$ cat src/rtl/core/pea_pkg.sv
`timescale 1ns / 1ps
`default_nettype none
// ----------------------------------------------------------------------------
// pea_pkg
// shared types and codes of the page extent allocator
// ----------------------------------------------------------------------------
package pea_pkg;

    localparam logic CMD_ALLOC = 1'b0;
    localparam logic CMD_FREE  = 1'b1;

    localparam logic [2:0] ST_OK          = 3'd0;
    localparam logic [2:0] ST_OOM         = 3'd1;
    localparam logic [2:0] ST_BAD_SIZE    = 3'd2;
    localparam logic [2:0] ST_DOUBLE_FREE = 3'd3;
    localparam logic [2:0] ST_TABLE_FULL  = 3'd4;

    // per-cell action chosen by the controller for the update beat
    localparam logic [2:0] ACT_HOLD   = 3'd0;
    localparam logic [2:0] ACT_LOAD   = 3'd1; // write start and length
    localparam logic [2:0] ACT_LEN    = 3'd2; // write length only
    localparam logic [2:0] ACT_SH_UP  = 3'd3; // take the lower neighbor
    localparam logic [2:0] ACT_SH_DN  = 3'd4; // take the upper neighbor

    typedef struct packed {
        logic [2:0]  act;
        logic [40:0] len;
    } t_cell_ctl;

endpackage : pea_pkg
`default_nettype wire

$ cat src/rtl/core/page_extent_allocator_top.sv
`timescale 1ns / 1ps
`default_nettype none
// ----------------------------------------------------------------------------
// page_extent_allocator_top
// first-fit page allocator over a sorted, coalescing table of free runs
// ----------------------------------------------------------------------------
// The free runs sit in a row of MAX_RUNS cells kept sorted by start page.
// A command is scanned one entry a cycle by a single compare unit, then the
// whole row is updated at once (shift up to insert, shift down to drop,
// or a single entry rewritten). The idle state accepts a command, and the
// scan is followed by an update state and an output state that holds the
// result until the consumer takes it; a zero count, or a free past the top
// of the space, skips the scan. One result beat per command beat.
module page_extent_allocator_top #(
    parameter int MAX_RUNS       = 16,
    parameter int PAGE_ADDR_BITS = 20
) (
    input  wire         i_clk,
    input  wire         i_rst_n,
    input  wire         s_axis_tvalid,
    output logic        s_axis_tready,
    input  wire [47:0]  s_axis_tdata,  // page_addr[19:0], page_count[40:20]
    input  wire         s_axis_tuser,  // cmd
    output logic        m_axis_tvalid,
    input  wire         m_axis_tready,
    output logic [23:0] m_axis_tdata   // alloc_addr[19:0], status[22:20]
);
    import pea_pkg::*;

    localparam int AW = PAGE_ADDR_BITS;
    localparam int CW = $clog2(MAX_RUNS + 1);
    localparam int IW = (MAX_RUNS > 1) ? $clog2(MAX_RUNS) : 1;

    localparam logic [1:0] S_IDLE = 2'd0, S_SCAN = 2'd1, S_UPD = 2'd2, S_OUT = 2'd3;

    logic [1:0]    r_state;
    logic          r_cmd;
    logic [AW-1:0] r_addr;
    logic [AW+1:0] r_end;
    logic [20:0]   r_cnt;
    logic [CW-1:0] r_nruns, r_i;
    logic [AW+1:0] r_prv_e;
    logic [AW:0]   r_prv_l;
    logic          r_hasprv;
    logic [19:0]   r_oaddr;
    logic [2:0]    r_ost;

    logic [AW-1:0] w_start [MAX_RUNS];
    logic [AW:0]   w_len   [MAX_RUNS];
    t_cell_ctl     w_ctl   [MAX_RUNS];

    genvar g;
    generate
        for (g = 0; g < MAX_RUNS; g++) begin : g_cell
            pea_cell #(.AW(AW)) u_cell (
                .i_clk     (i_clk),
                .i_ctl     (w_ctl[g]),
                .i_start   (r_addr),
                .i_lo_start(w_start[(g == 0) ? 0 : g-1]),
                .i_lo_len  (w_len[(g == 0) ? 0 : g-1]),
                .i_hi_start(w_start[(g == MAX_RUNS-1) ? g : g+1]),
                .i_hi_len  (w_len[(g == MAX_RUNS-1) ? g : g+1]),
                .o_start   (w_start[g]),
                .o_len     (w_len[g])
            );
        end
    endgenerate

    // current entry under the scan pointer
    logic [AW-1:0] w_cs;
    logic [AW:0]   w_cl;
    logic          w_inb;
    assign w_inb = (r_i < r_nruns);
    assign w_cs  = w_start[r_i[IW-1:0]];
    assign w_cl  = w_len[r_i[IW-1:0]];

    logic [AW+1:0] w_cend;
    assign w_cend = {2'b00, w_cs} + {1'b0, w_cl};

    logic [20:0] w_in_cnt;
    logic [AW-1:0] w_in_addr;
    logic [AW+1:0] w_in_end;
    assign w_in_cnt  = s_axis_tdata[40:20];
    assign w_in_addr = AW'(s_axis_tdata[19:0]);
    assign w_in_end  = (AW+2)'(w_in_addr) + (AW+2)'(w_in_cnt);

    // one decision at scan stop; update action for the row
    logic          r_go;    // update pending
    logic [1:0]    r_kind;  // 0 load-len, 1 insert, 2 drop, 3 merge both
    logic [CW-1:0] r_ti;
    logic [AW:0]   r_tl;
    logic          r_tload;

    localparam logic [1:0] K_LEN = 2'd0, K_INS = 2'd1, K_DROP = 2'd2, K_BOTH = 2'd3;

    always_comb begin
        for (int k = 0; k < MAX_RUNS; k++) begin
            w_ctl[k].act = ACT_HOLD;
            w_ctl[k].len = 41'(r_tl);
            if (r_state == S_UPD && r_go) begin
                unique case (r_kind)
                    K_LEN: if (CW'(k) == r_ti) w_ctl[k].act = r_tload ? ACT_LOAD : ACT_LEN;
                    K_INS: begin
                        if (CW'(k) == r_ti) w_ctl[k].act = ACT_LOAD;
                        else if (CW'(k) > r_ti && CW'(k) <= r_nruns) w_ctl[k].act = ACT_SH_UP;
                    end
                    K_DROP: if (CW'(k) >= r_ti && CW'(k) + 1'b1 < r_nruns) w_ctl[k].act = ACT_SH_DN;
                    K_BOTH: begin
                        if (CW'(k) + 1'b1 == r_ti) w_ctl[k].act = ACT_LEN;
                        else if (CW'(k) >= r_ti && CW'(k) + 1'b1 < r_nruns)
                            w_ctl[k].act = ACT_SH_DN;
                    end
                    default: ;
                endcase
            end
        end
    end

    assign s_axis_tready = (r_state == S_IDLE);
    assign m_axis_tvalid = (r_state == S_OUT);
    assign m_axis_tdata  = {1'b0, r_ost, r_oaddr};

    always_ff @(posedge i_clk) begin
        if (!i_rst_n) begin
            r_state <= S_IDLE;
            r_nruns <= '0;
            r_go    <= 1'b0;
        end else begin
            unique case (r_state)
                S_IDLE: if (s_axis_tvalid) begin
                    r_cmd    <= s_axis_tuser;
                    r_addr   <= w_in_addr;
                    r_cnt    <= w_in_cnt;
                    r_end    <= w_in_end;
                    r_i      <= '0;
                    r_hasprv <= 1'b0;
                    r_go     <= 1'b0;
                    r_oaddr  <= '0;
                    r_ost    <= ST_OK;
                    if (w_in_cnt == '0 ||
                        (s_axis_tuser == CMD_FREE && w_in_end > ((AW+2)'(1) << AW))) begin
                        r_ost   <= ST_BAD_SIZE;
                        r_state <= S_UPD;
                    end else begin
                        r_state <= S_SCAN;
                    end
                end
                S_SCAN: begin
                    if (r_cmd == CMD_ALLOC) begin
                        if (!w_inb) begin
                            r_ost <= ST_OOM;
                            r_state <= S_UPD;
                        end else if ({20'd0, w_cl} == 41'(r_cnt)) begin
                            r_oaddr <= 20'(w_cs);
                            r_go <= 1'b1; r_kind <= K_DROP; r_ti <= r_i;
                            r_state <= S_UPD;
                        end else if (41'(w_cl) > 41'(r_cnt)) begin
                            r_oaddr <= 20'(w_cs + AW'(w_cl - (AW+1)'(r_cnt)));
                            r_go <= 1'b1; r_kind <= K_LEN; r_ti <= r_i; r_tload <= 1'b0;
                            r_tl <= w_cl - (AW+1)'(r_cnt);
                            r_state <= S_UPD;
                        end else begin
                            r_i <= r_i + 1'b1;
                        end
                    end else if (w_inb && w_cs < r_addr) begin
                        r_prv_l  <= w_cl;
                        r_prv_e  <= w_cend;
                        r_hasprv <= 1'b1;
                        r_i      <= r_i + 1'b1;
                    end else begin
                        r_state <= S_UPD;
                        if ((r_hasprv && r_prv_e > (AW+2)'(r_addr)) ||
                            (w_inb && (AW+2)'(w_cs) < r_end)) begin
                            r_ost <= ST_DOUBLE_FREE;
                        end else if (r_hasprv && r_prv_e == (AW+2)'(r_addr) &&
                                     w_inb && (AW+2)'(w_cs) == r_end) begin
                            r_go <= 1'b1; r_kind <= K_BOTH; r_ti <= r_i;
                            r_tl <= r_prv_l + (AW+1)'(r_cnt) + w_cl;
                        end else if (r_hasprv && r_prv_e == (AW+2)'(r_addr)) begin
                            r_go <= 1'b1; r_kind <= K_LEN; r_ti <= r_i - 1'b1;
                            r_tload <= 1'b0; r_tl <= r_prv_l + (AW+1)'(r_cnt);
                        end else if (w_inb && (AW+2)'(w_cs) == r_end) begin
                            r_go <= 1'b1; r_kind <= K_LEN; r_ti <= r_i; r_tload <= 1'b1;
                            r_tl <= w_cl + (AW+1)'(r_cnt);
                        end else if (r_nruns >= CW'(MAX_RUNS)) begin
                            r_ost <= ST_TABLE_FULL;
                        end else begin
                            r_go <= 1'b1; r_kind <= K_INS; r_ti <= r_i;
                            r_tl <= (AW+1)'(r_cnt);
                        end
                    end
                end
                S_UPD: begin
                    if (r_go) begin
                        if (r_kind == K_INS) r_nruns <= r_nruns + 1'b1;
                        else if (r_kind == K_DROP || r_kind == K_BOTH)
                            r_nruns <= r_nruns - 1'b1;
                    end
                    r_go    <= 1'b0;
                    r_state <= S_OUT;
                end
                S_OUT: if (m_axis_tready) r_state <= S_IDLE;
                default: r_state <= S_IDLE;
            endcase
        end
    end

    logic w_unused;
    assign w_unused = ^s_axis_tdata[47:41];
endmodule
`default_nettype wire

$ cat src/rtl/core/pea_cell.sv
`timescale 1ns / 1ps
`default_nettype none
// ----------------------------------------------------------------------------
// pea_cell
// one free-run table entry; shifts to a neighbor or loads on command
// ----------------------------------------------------------------------------
module pea_cell #(
    parameter int AW = 20
) (
    input  wire                   i_clk,
    input  wire pea_pkg::t_cell_ctl i_ctl,
    input  wire [AW-1:0]          i_start,
    input  wire [AW-1:0]          i_lo_start,
    input  wire [AW:0]            i_lo_len,
    input  wire [AW-1:0]          i_hi_start,
    input  wire [AW:0]            i_hi_len,
    output logic [AW-1:0]         o_start,
    output logic [AW:0]           o_len
);
    import pea_pkg::*;

    logic [AW-1:0] r_start;
    logic [AW:0]   r_len;

    always_ff @(posedge i_clk) begin
        case (i_ctl.act)
            ACT_LOAD: begin
                r_start <= i_start;
                r_len   <= i_ctl.len[AW:0];
            end
            ACT_LEN:   r_len <= i_ctl.len[AW:0];
            ACT_SH_UP: begin
                r_start <= i_lo_start;
                r_len   <= i_lo_len;
            end
            ACT_SH_DN: begin
                r_start <= i_hi_start;
                r_len   <= i_hi_len;
            end
            default: ;
        endcase
    end

    assign o_start = r_start;
    assign o_len   = r_len;
endmodule
`default_nettype wire

$ cat config.mk
export PLATFORM = sky130hd
export DESIGN_NAME = page_extent_allocator_top
export DESIGN_NICKNAME = d
export VERILOG_FILES = /design/src/rtl/core/pea_pkg.sv /design/src/rtl/core/page_extent_allocator_top.sv /design/src/rtl/core/pea_cell.sv
export SDC_FILE = /design/constraint.sdc
export NUM_CORES = 2
export LEC_CHECK = 0
export ABC_AREA = 0
export BUFFER_PORTS_ARGS = -buffer_cell sky130_fd_sc_hd__buf_2
export CELL_PAD_IN_SITES_DETAIL_PLACEMENT = 1
export CELL_PAD_IN_SITES_GLOBAL_PLACEMENT = 1
export CORE_MARGIN = 8
export CORE_UTILIZATION = 52
export CTS_CLUSTER_SIZE = 10
export DETAILED_ROUTE_END_ITERATION = 8
export PLACE_DENSITY = 0.79
export RECOVER_POWER = 50
export SLEW_MARGIN = 40
export SYNTH_ARGS = -nofsm -noshare
export SYNTH_HDL_FRONTEND = slang
export SYNTH_SLANG_ARGS = --single-unit
$ cat constraint.sdc
create_clock -name i_clk -period 9.2 [get_ports i_clk]
set_input_delay 1.38 -clock i_clk [delete_from_list [all_inputs] [get_ports i_clk]]
set_output_delay 1.38 -clock i_clk [all_outputs]
set_load 0.005 [all_outputs]
After elaboration in Yosys (flattened, before gate mapping)
Index checks and enable logic that the tools add are counted.

word-level totals
  register bits after elaboration = 829
  input port bits = 53
  logic and storage cells = 601

cells by class
  muxes and demuxes = 240
  eq/ne operators = 114
  reductions and logical operators = 114
  $add $sub $neg = 11
  magnitude comparators = 72
  bitwise logic cells = 1

operator list
  kind                  number
  $pmux W21 S3          14
  $pmux W20 S3          14
  $mux W21              12
  $pmux W3 S4           16
  $mux W3               57
  $mux W20              7
  $mux W2               68
  $pmux W20 S2          3
  $eq A3 B2 Y1 const B  31
  $mux W5               18
  $reduce_bool A3 Y1    30
  $bmux W21 S4          1
  $pmux W21 S2          2
  $bmux W20 S4          1
  $add A21 B21 Y21      3
  $eq A3 B1 Y1 const B  16
  $eq A3 B3 Y1 const B  15
  $add A20 B21 Y22      2
  $logic_and A1 B1 Y1   41
  $eq A4 B5 Y1 const A  8
  $ge A4 B5 Y1 const A  8
  $gt A4 B5 Y1 const A  8
  $le A4 B5 Y1 const A  8
  $lt A4 B5 Y1 const A  8
  other kinds (60)      161

Longest topological paths before layout
  depth in word-level cells = 13
  gate-level depth with buffers = 26
  gate-level depth less buffers = 22

Modules after synthesis
A second synthesis with hierarchy kept.

unflattened totals
  cells, all modules = 7459
  area total of the unflattened synthesis = 75720.1 um2

modules (own cells, without submodules)
  module                            area an instance (um2)  sequential area each (um2)  times used  cells each
  pea_cell (g_cell[10].u_cell ...)  3394.5                  1231.2                      15          331
  page_extent_allocator_top         21409.3                 5114.9                      1           2163
  pea_cell (g_cell[0].u_cell)       3393.3                  1231.2                      1           331

Least setup slack after synthesis
No wires, ideal clock.

  path kind = register to register
  start = register r_i[0]
  end = register r_prv_e[0], enable pin
  setup time = 497 ps
  path slack = 1958 ps
  clock period less this slack = 7242 ps
  data required time = 8703 ps
  arrival time = 6745 ps
  stages on the path, launching flop included = 15
  cells stage by stage = edfxtp_1 buf_4 buf_4 buf_2 buf_2 buf_2 mux4_2 mux4_2 ha_1 a21o_1 a21o_1 a2111o_1 nor3_1 nand4_2 nor3_1

between the ends
  cells in the longest elaborated chain, start to end = 7

ends and longest elaborated chain
  element                                       line                              text
  start: declaration                            page_extent_allocator_top.sv:41   logic [CW-1:0] r_nruns, r_i;
  start signal: assignment                      page_extent_allocator_top.sv:163  r_i <= r_i + 1'b1;
  start signal: assignment                      page_extent_allocator_top.sv:169  r_i <= r_i + 1'b1;
  $not A4 Y5 (implied by the code)              page_extent_allocator_top.sv:74   assign w_cs = w_start[r_i[IW-1:0]];
  $bmux W20 S4                                  page_extent_allocator_top.sv:74
  $mux W20 (implied by the code) (2 in series)  page_extent_allocator_top.sv:74
  $lt A20 B20 Y1                                page_extent_allocator_top.sv:165  end else if (w_inb && w_cs < r_addr) begin
  $logic_and A1 B1 Y1 (*)                       page_extent_allocator_top.sv:165
  $reduce_and A4 Y1 (no line) (*)               -
  end signal: assignment                        page_extent_allocator_top.sv:167  r_prv_e <= w_cend;
  end: declaration                              page_extent_allocator_top.sv:42   logic [AW+1:0] r_prv_e;

Every way passes the cells marked *; elsewhere a longest branch is shown, timed or not. The select of a mux whose other input is x is not followed.
A chain may end at the register's enable or synchronous reset.

Worst setup path after layout
  start = register r_kind[1]
  end = register g_cell[0].u_cell.r_len[13], enable pin

between the ends
  cells in the longest elaborated chain, start to end = 6

ends and longest elaborated chain
  element                                              line                              text
  start: declaration                                   page_extent_allocator_top.sv:89   logic [1:0] r_kind;
  start signal: assignment                             page_extent_allocator_top.sv:155  r_go <= 1'b1; r_kind <= K_DROP; r_ti <= r_i;
  start signal: assignment                             page_extent_allocator_top.sv:159  r_go <= 1'b1; r_kind <= K_LEN; r_ti <= r_i; r_tload <= 1'b0;
  start signal: assignment                             page_extent_allocator_top.sv:177  r_go <= 1'b1; r_kind <= K_BOTH; r_ti <= r_i;
  $eq A2 B2 Y1 (tied with other cells)                 page_extent_allocator_top.sv:101  unique case (r_kind)
  $pmux W3 S4 (*)                                      page_extent_allocator_top.sv:101
  $mux W3 (*)                                          page_extent_allocator_top.sv:100  if (r_state == S_UPD && r_go) begin
  $eq A3 B1 Y1 / $eq A3 B2 Y1 (equally long branches)  pea_cell.sv:26                    case (i_ctl.act)
  $reduce_or A2 Y1 (no line)                           -
  $reduce_bool A2 Y1 (no line) (*)                     -
  end signal: assignment                               pea_cell.sv:29                    r_len <= i_ctl.len[AW:0];
  end signal: assignment                               pea_cell.sv:31                    ACT_LEN: r_len <= i_ctl.len[AW:0];
  end signal: assignment                               pea_cell.sv:34                    r_len <= i_lo_len;
  end: declaration                                     pea_cell.sv:23                    logic [AW:0] r_len;

Every way passes the cells marked *; elsewhere a longest branch is shown, timed or not.

==> results_tabular.tex <==
\begin{tabular}{lr}
\hline
Metric & Value \\
\hline
\multicolumn{2}{l}{\textbf{Clocking}} \\
\quad CTS sink count & approximately 830 \\
\quad Post-CTS Repair Setup Buffers & 0 \\
\quad TritonCTS clock tree & yes \\
\quad Root Buffer & sky130\_fd\_sc\_hd\_\_clkbuf\_16 \\
\quad CTS H-tree depth & 3 \\
\quad Quantity of hold-fixing buffers added after cts & 0 \\
\quad Buffers from clock root to sink, at most & 3 \\
\quad Post-CTS clock slew at the launch and capture registers of the worst setup and hold paths & around 60 ps \\
\quad Worst-skew pair later-pin latency & between 700 and 800 ps \\
\quad Resized cells post-CTS & 0 \\
\quad Number of clock buffers inserted by TritonCTS & between 90 and 100 \\
\multicolumn{2}{l}{\textbf{Route}} \\
\quad DRC violation total after the first TritonRoute iteration & 6587 \\
\quad Number of optimization iterations in the first detailed-route pass & 8 \\
\quad Ratio of routed vias to standard cells & 7.36 \\
\quad Via count & around 46000 \\
\quad Detailed-route wire length & 222000 µm \\
\quad Per-cell routed wire length & about 36 µm \\
\quad Count of unresolved DRC violations after routing & 0 \\
\quad Number of nets with antenna violations after detailed routing & 0 \\
\multicolumn{2}{l}{\textbf{Global route}} \\
\quad Global-route total usage across every layer & between 30\% and 40\% \\
\quad Pin count of the biggest net entering global routing & 65 \\
\quad Vias in the first global route & about 47000 \\
\quad Initial antenna violation count & 4 \\
\quad Sum of overflow across all layers after global routing & 0 \\
\quad Global-route wire length before repair & approximately 320000 µm \\
\multicolumn{2}{l}{\textbf{Floorplan}} \\
\quad Die Footprint & 0.110 mm² \\
\quad Starting utilization of the core area & 52.5\% \\
\quad Die span in x & 331 µm \\
\quad Count of boundary I/O pins & between 70 and 80 \\
\quad Vert. Die Dim & between 300 and 400 µm \\
\quad Standard-cell rows & 115 \\
\quad Core area & just under 0.1 mm² \\
\multicolumn{2}{l}{\textbf{Synthesis}} \\
\quad Average cell area after synthesis & approximately 10 µm² \\
\quad Sequential fraction of the synthesis area & 47.9\% \\
\quad Synthesized net count & about 5200 \\
\quad Instance count of the mapped netlist & 4937 \\
\quad Ys Warns & 0 \\
\quad Share of async-settable or async-resettable flops after synthesis & 0\% \\
\quad Register bit total from synthesis & 829 \\
\quad Most instantiated flip-flop cell in the synthesis netlist & sky130\_fd\_sc\_hd\_\_edfxtp\_1 \\
\quad Area of the mapped netlist & between 0.05 and 0.06 mm² \\
\quad Number of synthesized flops with an enable pin & a little over 800 \\
\quad Number of distinct library cells after synthesis & slightly below 100 \\
\multicolumn{2}{l}{\textbf{Placed design}} \\
\quad Pre-CTS setup slack & between 2000 and 2500 ps \\
\quad HPWL reported at the end of detailed placement & approximately 140000 µm \\
\quad Placement Cell Area & roughly 0.054 mm² \\
\quad Port-buffer cells & 70 \\
\quad Global placer's final weighted congestion & about 0.96 \\
\multicolumn{2}{l}{\textbf{Power and ir drop}} \\
\quad Leakage power & roughly 21 nW \\
\quad Power density over the cells & about 300 mW/mm² \\
\quad Maximum VDD drop & around 0.00021 V \\
\quad Final total power & 16.6 mW \\
\multicolumn{2}{l}{\textbf{Cells and area}} \\
\quad Number of filler instances in the final layout & about 10000 \\
\quad Total area of sequential cells & $\sim$0.025 mm² \\
\quad Final-stage net count & between 5000 and 6000 \\
\quad Area taken by multi-input logic gates & between 0.02 and 0.03 mm² \\
\quad Layout Utilization & a little under three fifths \\
\quad Share of final-layout standard cells stronger than drive strength 1 & between 10\% and 20\% \\
\quad Area growth syn-to-layout & 8.56\% \\
\quad Post-route design area & approximately 0.056 mm² \\
\multicolumn{2}{l}{\textbf{Worst setup path}} \\
\quad Critical path required time & around 9500 ps \\
\quad Reg-to-reg critical path startpoint & r\_kind[1] \\
\quad CP Data Arrival Time & between 8000 and 9000 ps \\
\quad Crit. End Element & flip-flop \\
\quad Worst Reg2Reg Path Length in Cells & 8 \\
\quad Internal reg-to-reg setup slack & around 750 ps \\
\quad Startpoint type of the worst setup path & flip-flop \\
\quad Critical path type & flip-flop to flip-flop \\
\quad RR Endpoint & g\_cell[0].u\_cell.o\_len[13] \\
\quad Crit Path Max Fanout & 61 \\
\multicolumn{2}{l}{\textbf{STA}} \\
\quad Total setup violations reported at the end of the flow & 0 \\
\quad Final slew viol count & around 1200 \\
\quad Share of the clock period used by the worst path & about 92\% \\
\quad Final Skew & about 46 ps \\
\quad Transition time at the pin with the least slew margin & 4880 ps \\
\quad Shortest clock period the worst path allows after layout & $\sim$8500 ps \\
\quad Highest Clock Rate & $\sim$120 MHz \\
\quad Final number of hold-violating endpoints & 0 \\
\quad Headroom to the max-slew limit & -226\% \\
\quad Setup repair after global routing missed its margin & false \\
\quad Crit path setup slack, layout & 747 ps \\
\quad Post-Route Setup TNS & 0 ps \\
\multicolumn{2}{l}{\textbf{Min path}} \\
\quad Worst hold path cell count & 2 \\
\quad Hold\_sp & g\_cell[0].u\_cell.o\_len[8] \\
\quad Worst min-delay path category & flip-flop to flip-flop \\
\quad Endpoint, Worst Hold & g\_cell[1].u\_cell.o\_len[8] \\
\multicolumn{2}{l}{\textbf{Flow run}} \\
\quad Max-capacitance violation count & 45 \\
\multicolumn{2}{l}{\textbf{Outcome}} \\
\quad Result of the run & finished, violations left \\
\quad Violations in the final reports & capacitance limit, slew limit \\
\hline
\end{tabular}
[flip-flops by register name, indices dropped and copies added (netlist names), 20 cells and up]
register               flops
g_cell.u_cell.o_len      336
g_cell.u_cell.o_start    320
r_addr                    20
r_cnt                     21
r_end                     22
r_oaddr                   20
r_prv_e                   22
r_prv_l                   21
r_tl                      21
[metal layers]
metal,wire length [µm],part of all wire [%],global-route usage [%],vias to the layer above
met1,73200,33,45.5,22600
met5,12,0.0054,0,-
met2,97600,44,60.3,3739
met4,19400,8.7,25.8,2
met3,31500,14,13.4,1111
li1,-,-,-,18300
[placed cells by master, fill, tap and decap left out, types with 67 or more instances in the layout]
master,count
sky130_fd_sc_hd__mux4_2,205
sky130_fd_sc_hd__o21ai_0,128
sky130_fd_sc_hd__xnor2_1,95
sky130_fd_sc_hd__clkbuf_16,100
sky130_fd_sc_hd__ha_1,220
sky130_fd_sc_hd__nand2_1,1349
sky130_fd_sc_hd__edfxtp_1,821
sky130_fd_sc_hd__a21o_1,67
sky130_fd_sc_hd__nor2_1,170
sky130_fd_sc_hd__inv_1,119
sky130_fd_sc_hd__clkbuf_1,123
sky130_fd_sc_hd__a22oi_1,577
sky130_fd_sc_hd__buf_4,74
sky130_fd_sc_hd__a21oi_1,176
[report_power, final]
group | switching, mW | internal, mW | total [mW]
registers | 0.220 | 4.56 | 4.78
logic | 5.04 | 3.18 | 8.22
clock network | 1.65 | 1.99 | 3.64
[metrics by stage]
step           hold slack, ps  cells
6_report                  549   6212
4_1_cts                   543   6208
2_1_floorplan             505   4937
5_1_grt                   584   6209
3_5_place_dp              552   6064
3_3_place_gp              535   6060
[how the worst max path moves through the flow]
stage	from	endpoint	slack [ps]	cells past startpoint
floorplan	r_i[0]	r_prv_e[0]	1960	14
global placement	r_i[0]	r_oaddr[19]	2280	23
detailed placement	r_i[0]	r_oaddr[19]	2140	23
CTS	r_i[0]	r_oaddr[19]	2080	23
global route	r_kind[1]	g_cell[0].u_cell.o_len[10]	1060	8
finish	r_kind[1]	g_cell[0].u_cell.o_len[13]	750	8
[critical path: stages, from the launching register on]
cell                       delay [ps]
sky130_fd_sc_hd__edfxtp_1         320
sky130_fd_sc_hd__clkbuf_1        1140
sky130_fd_sc_hd__and3_1           530
sky130_fd_sc_hd__and3_2           240
sky130_fd_sc_hd__clkbuf_1        3390
sky130_fd_sc_hd__a21o_1           120
sky130_fd_sc_hd__clkbuf_1        1640
sky130_fd_sc_hd__a21o_1           190
sky130_fd_sc_hd__buf_4            430
[final cells by class]
type,instances,share of cell area (%)
flip-flops and latches,829,44.2
diodes,3,0.0134
well taps,1287,2.87
clock inverters,27,0.416
clock buffers,117,4.57
repair buffers,195,2.01
multi-input cells,3632,45.2
inverters,122,0.815
[logic make-up after synthesis]
| family | share of synthesized area [%] |
|---|---|
| compound gates | 15.9 |
| xor+xnor | 2.08 |
| fa+ha+maj | 5.59 |
| buf+inv | 3.57 |
| flops | 47.9 |
| mux | 10.2 |
| other cells | 0.00725 |
| simple gates | 14.7 |
[synth_stat cells (6+ instances only)]
| master | count | area share (%) |
|---|---|---|
| sky130_fd_sc_hd__or2_2 | 15 | 0.18 |
| sky130_fd_sc_hd__o21ai_1 | 6 | 0.058 |
| sky130_fd_sc_hd__a22oi_1 | 577 | 8.4 |
| sky130_fd_sc_hd__mux2_2 | 51 | 1.1 |
| sky130_fd_sc_hd__inv_1 | 119 | 0.86 |
| sky130_fd_sc_hd__buf_2 | 39 | 0.38 |
| sky130_fd_sc_hd__a211o_1 | 9 | 0.15 |
| sky130_fd_sc_hd__xnor2_1 | 95 | 1.6 |
| sky130_fd_sc_hd__nand2b_1 | 45 | 0.54 |
| sky130_fd_sc_hd__mux2i_1 | 8 | 0.15 |
| sky130_fd_sc_hd__buf_1 | 26 | 0.19 |
| sky130_fd_sc_hd__fa_1 | 7 | 0.27 |
| sky130_fd_sc_hd__nor4_1 | 14 | 0.17 |
| sky130_fd_sc_hd__nand2_1 | 1349 | 9.8 |
| sky130_fd_sc_hd__a211oi_1 | 21 | 0.30 |
| sky130_fd_sc_hd__o21a_1 | 28 | 0.41 |
| sky130_fd_sc_hd__nor2b_1 | 30 | 0.36 |
| sky130_fd_sc_hd__edfxtp_1 | 821 | 48 |
| sky130_fd_sc_hd__clkbuf_1 | 285 | 2.1 |
| sky130_fd_sc_hd__a21o_1 | 67 | 0.97 |
| sky130_fd_sc_hd__a31oi_1 | 22 | 0.27 |
| sky130_fd_sc_hd__nand4_1 | 17 | 0.21 |
| sky130_fd_sc_hd__o21ai_0 | 133 | 1.3 |
| sky130_fd_sc_hd__and2_1 | 10 | 0.12 |
| sky130_fd_sc_hd__nor2_1 | 185 | 1.3 |
| sky130_fd_sc_hd__a21oi_1 | 179 | 1.7 |
| sky130_fd_sc_hd__o211ai_1 | 23 | 0.33 |
| sky130_fd_sc_hd__and4_1 | 8 | 0.14 |
| sky130_fd_sc_hd__o21bai_1 | 18 | 0.26 |
| sky130_fd_sc_hd__o31ai_1 | 9 | 0.13 |
| sky130_fd_sc_hd__dfxtp_1 | 8 | 0.31 |
| sky130_fd_sc_hd__and3_1 | 19 | 0.23 |
| sky130_fd_sc_hd__mux4_2 | 205 | 8.9 |
| sky130_fd_sc_hd__or3_1 | 17 | 0.21 |
| sky130_fd_sc_hd__ha_1 | 220 | 5.3 |
| sky130_fd_sc_hd__nor3_1 | 60 | 0.58 |
| sky130_fd_sc_hd__xor2_1 | 28 | 0.47 |
| sky130_fd_sc_hd__o22ai_1 | 12 | 0.15 |
| sky130_fd_sc_hd__nand3_1 | 39 | 0.38 |
No activity file was read; power rests on OpenSTA's default activity.
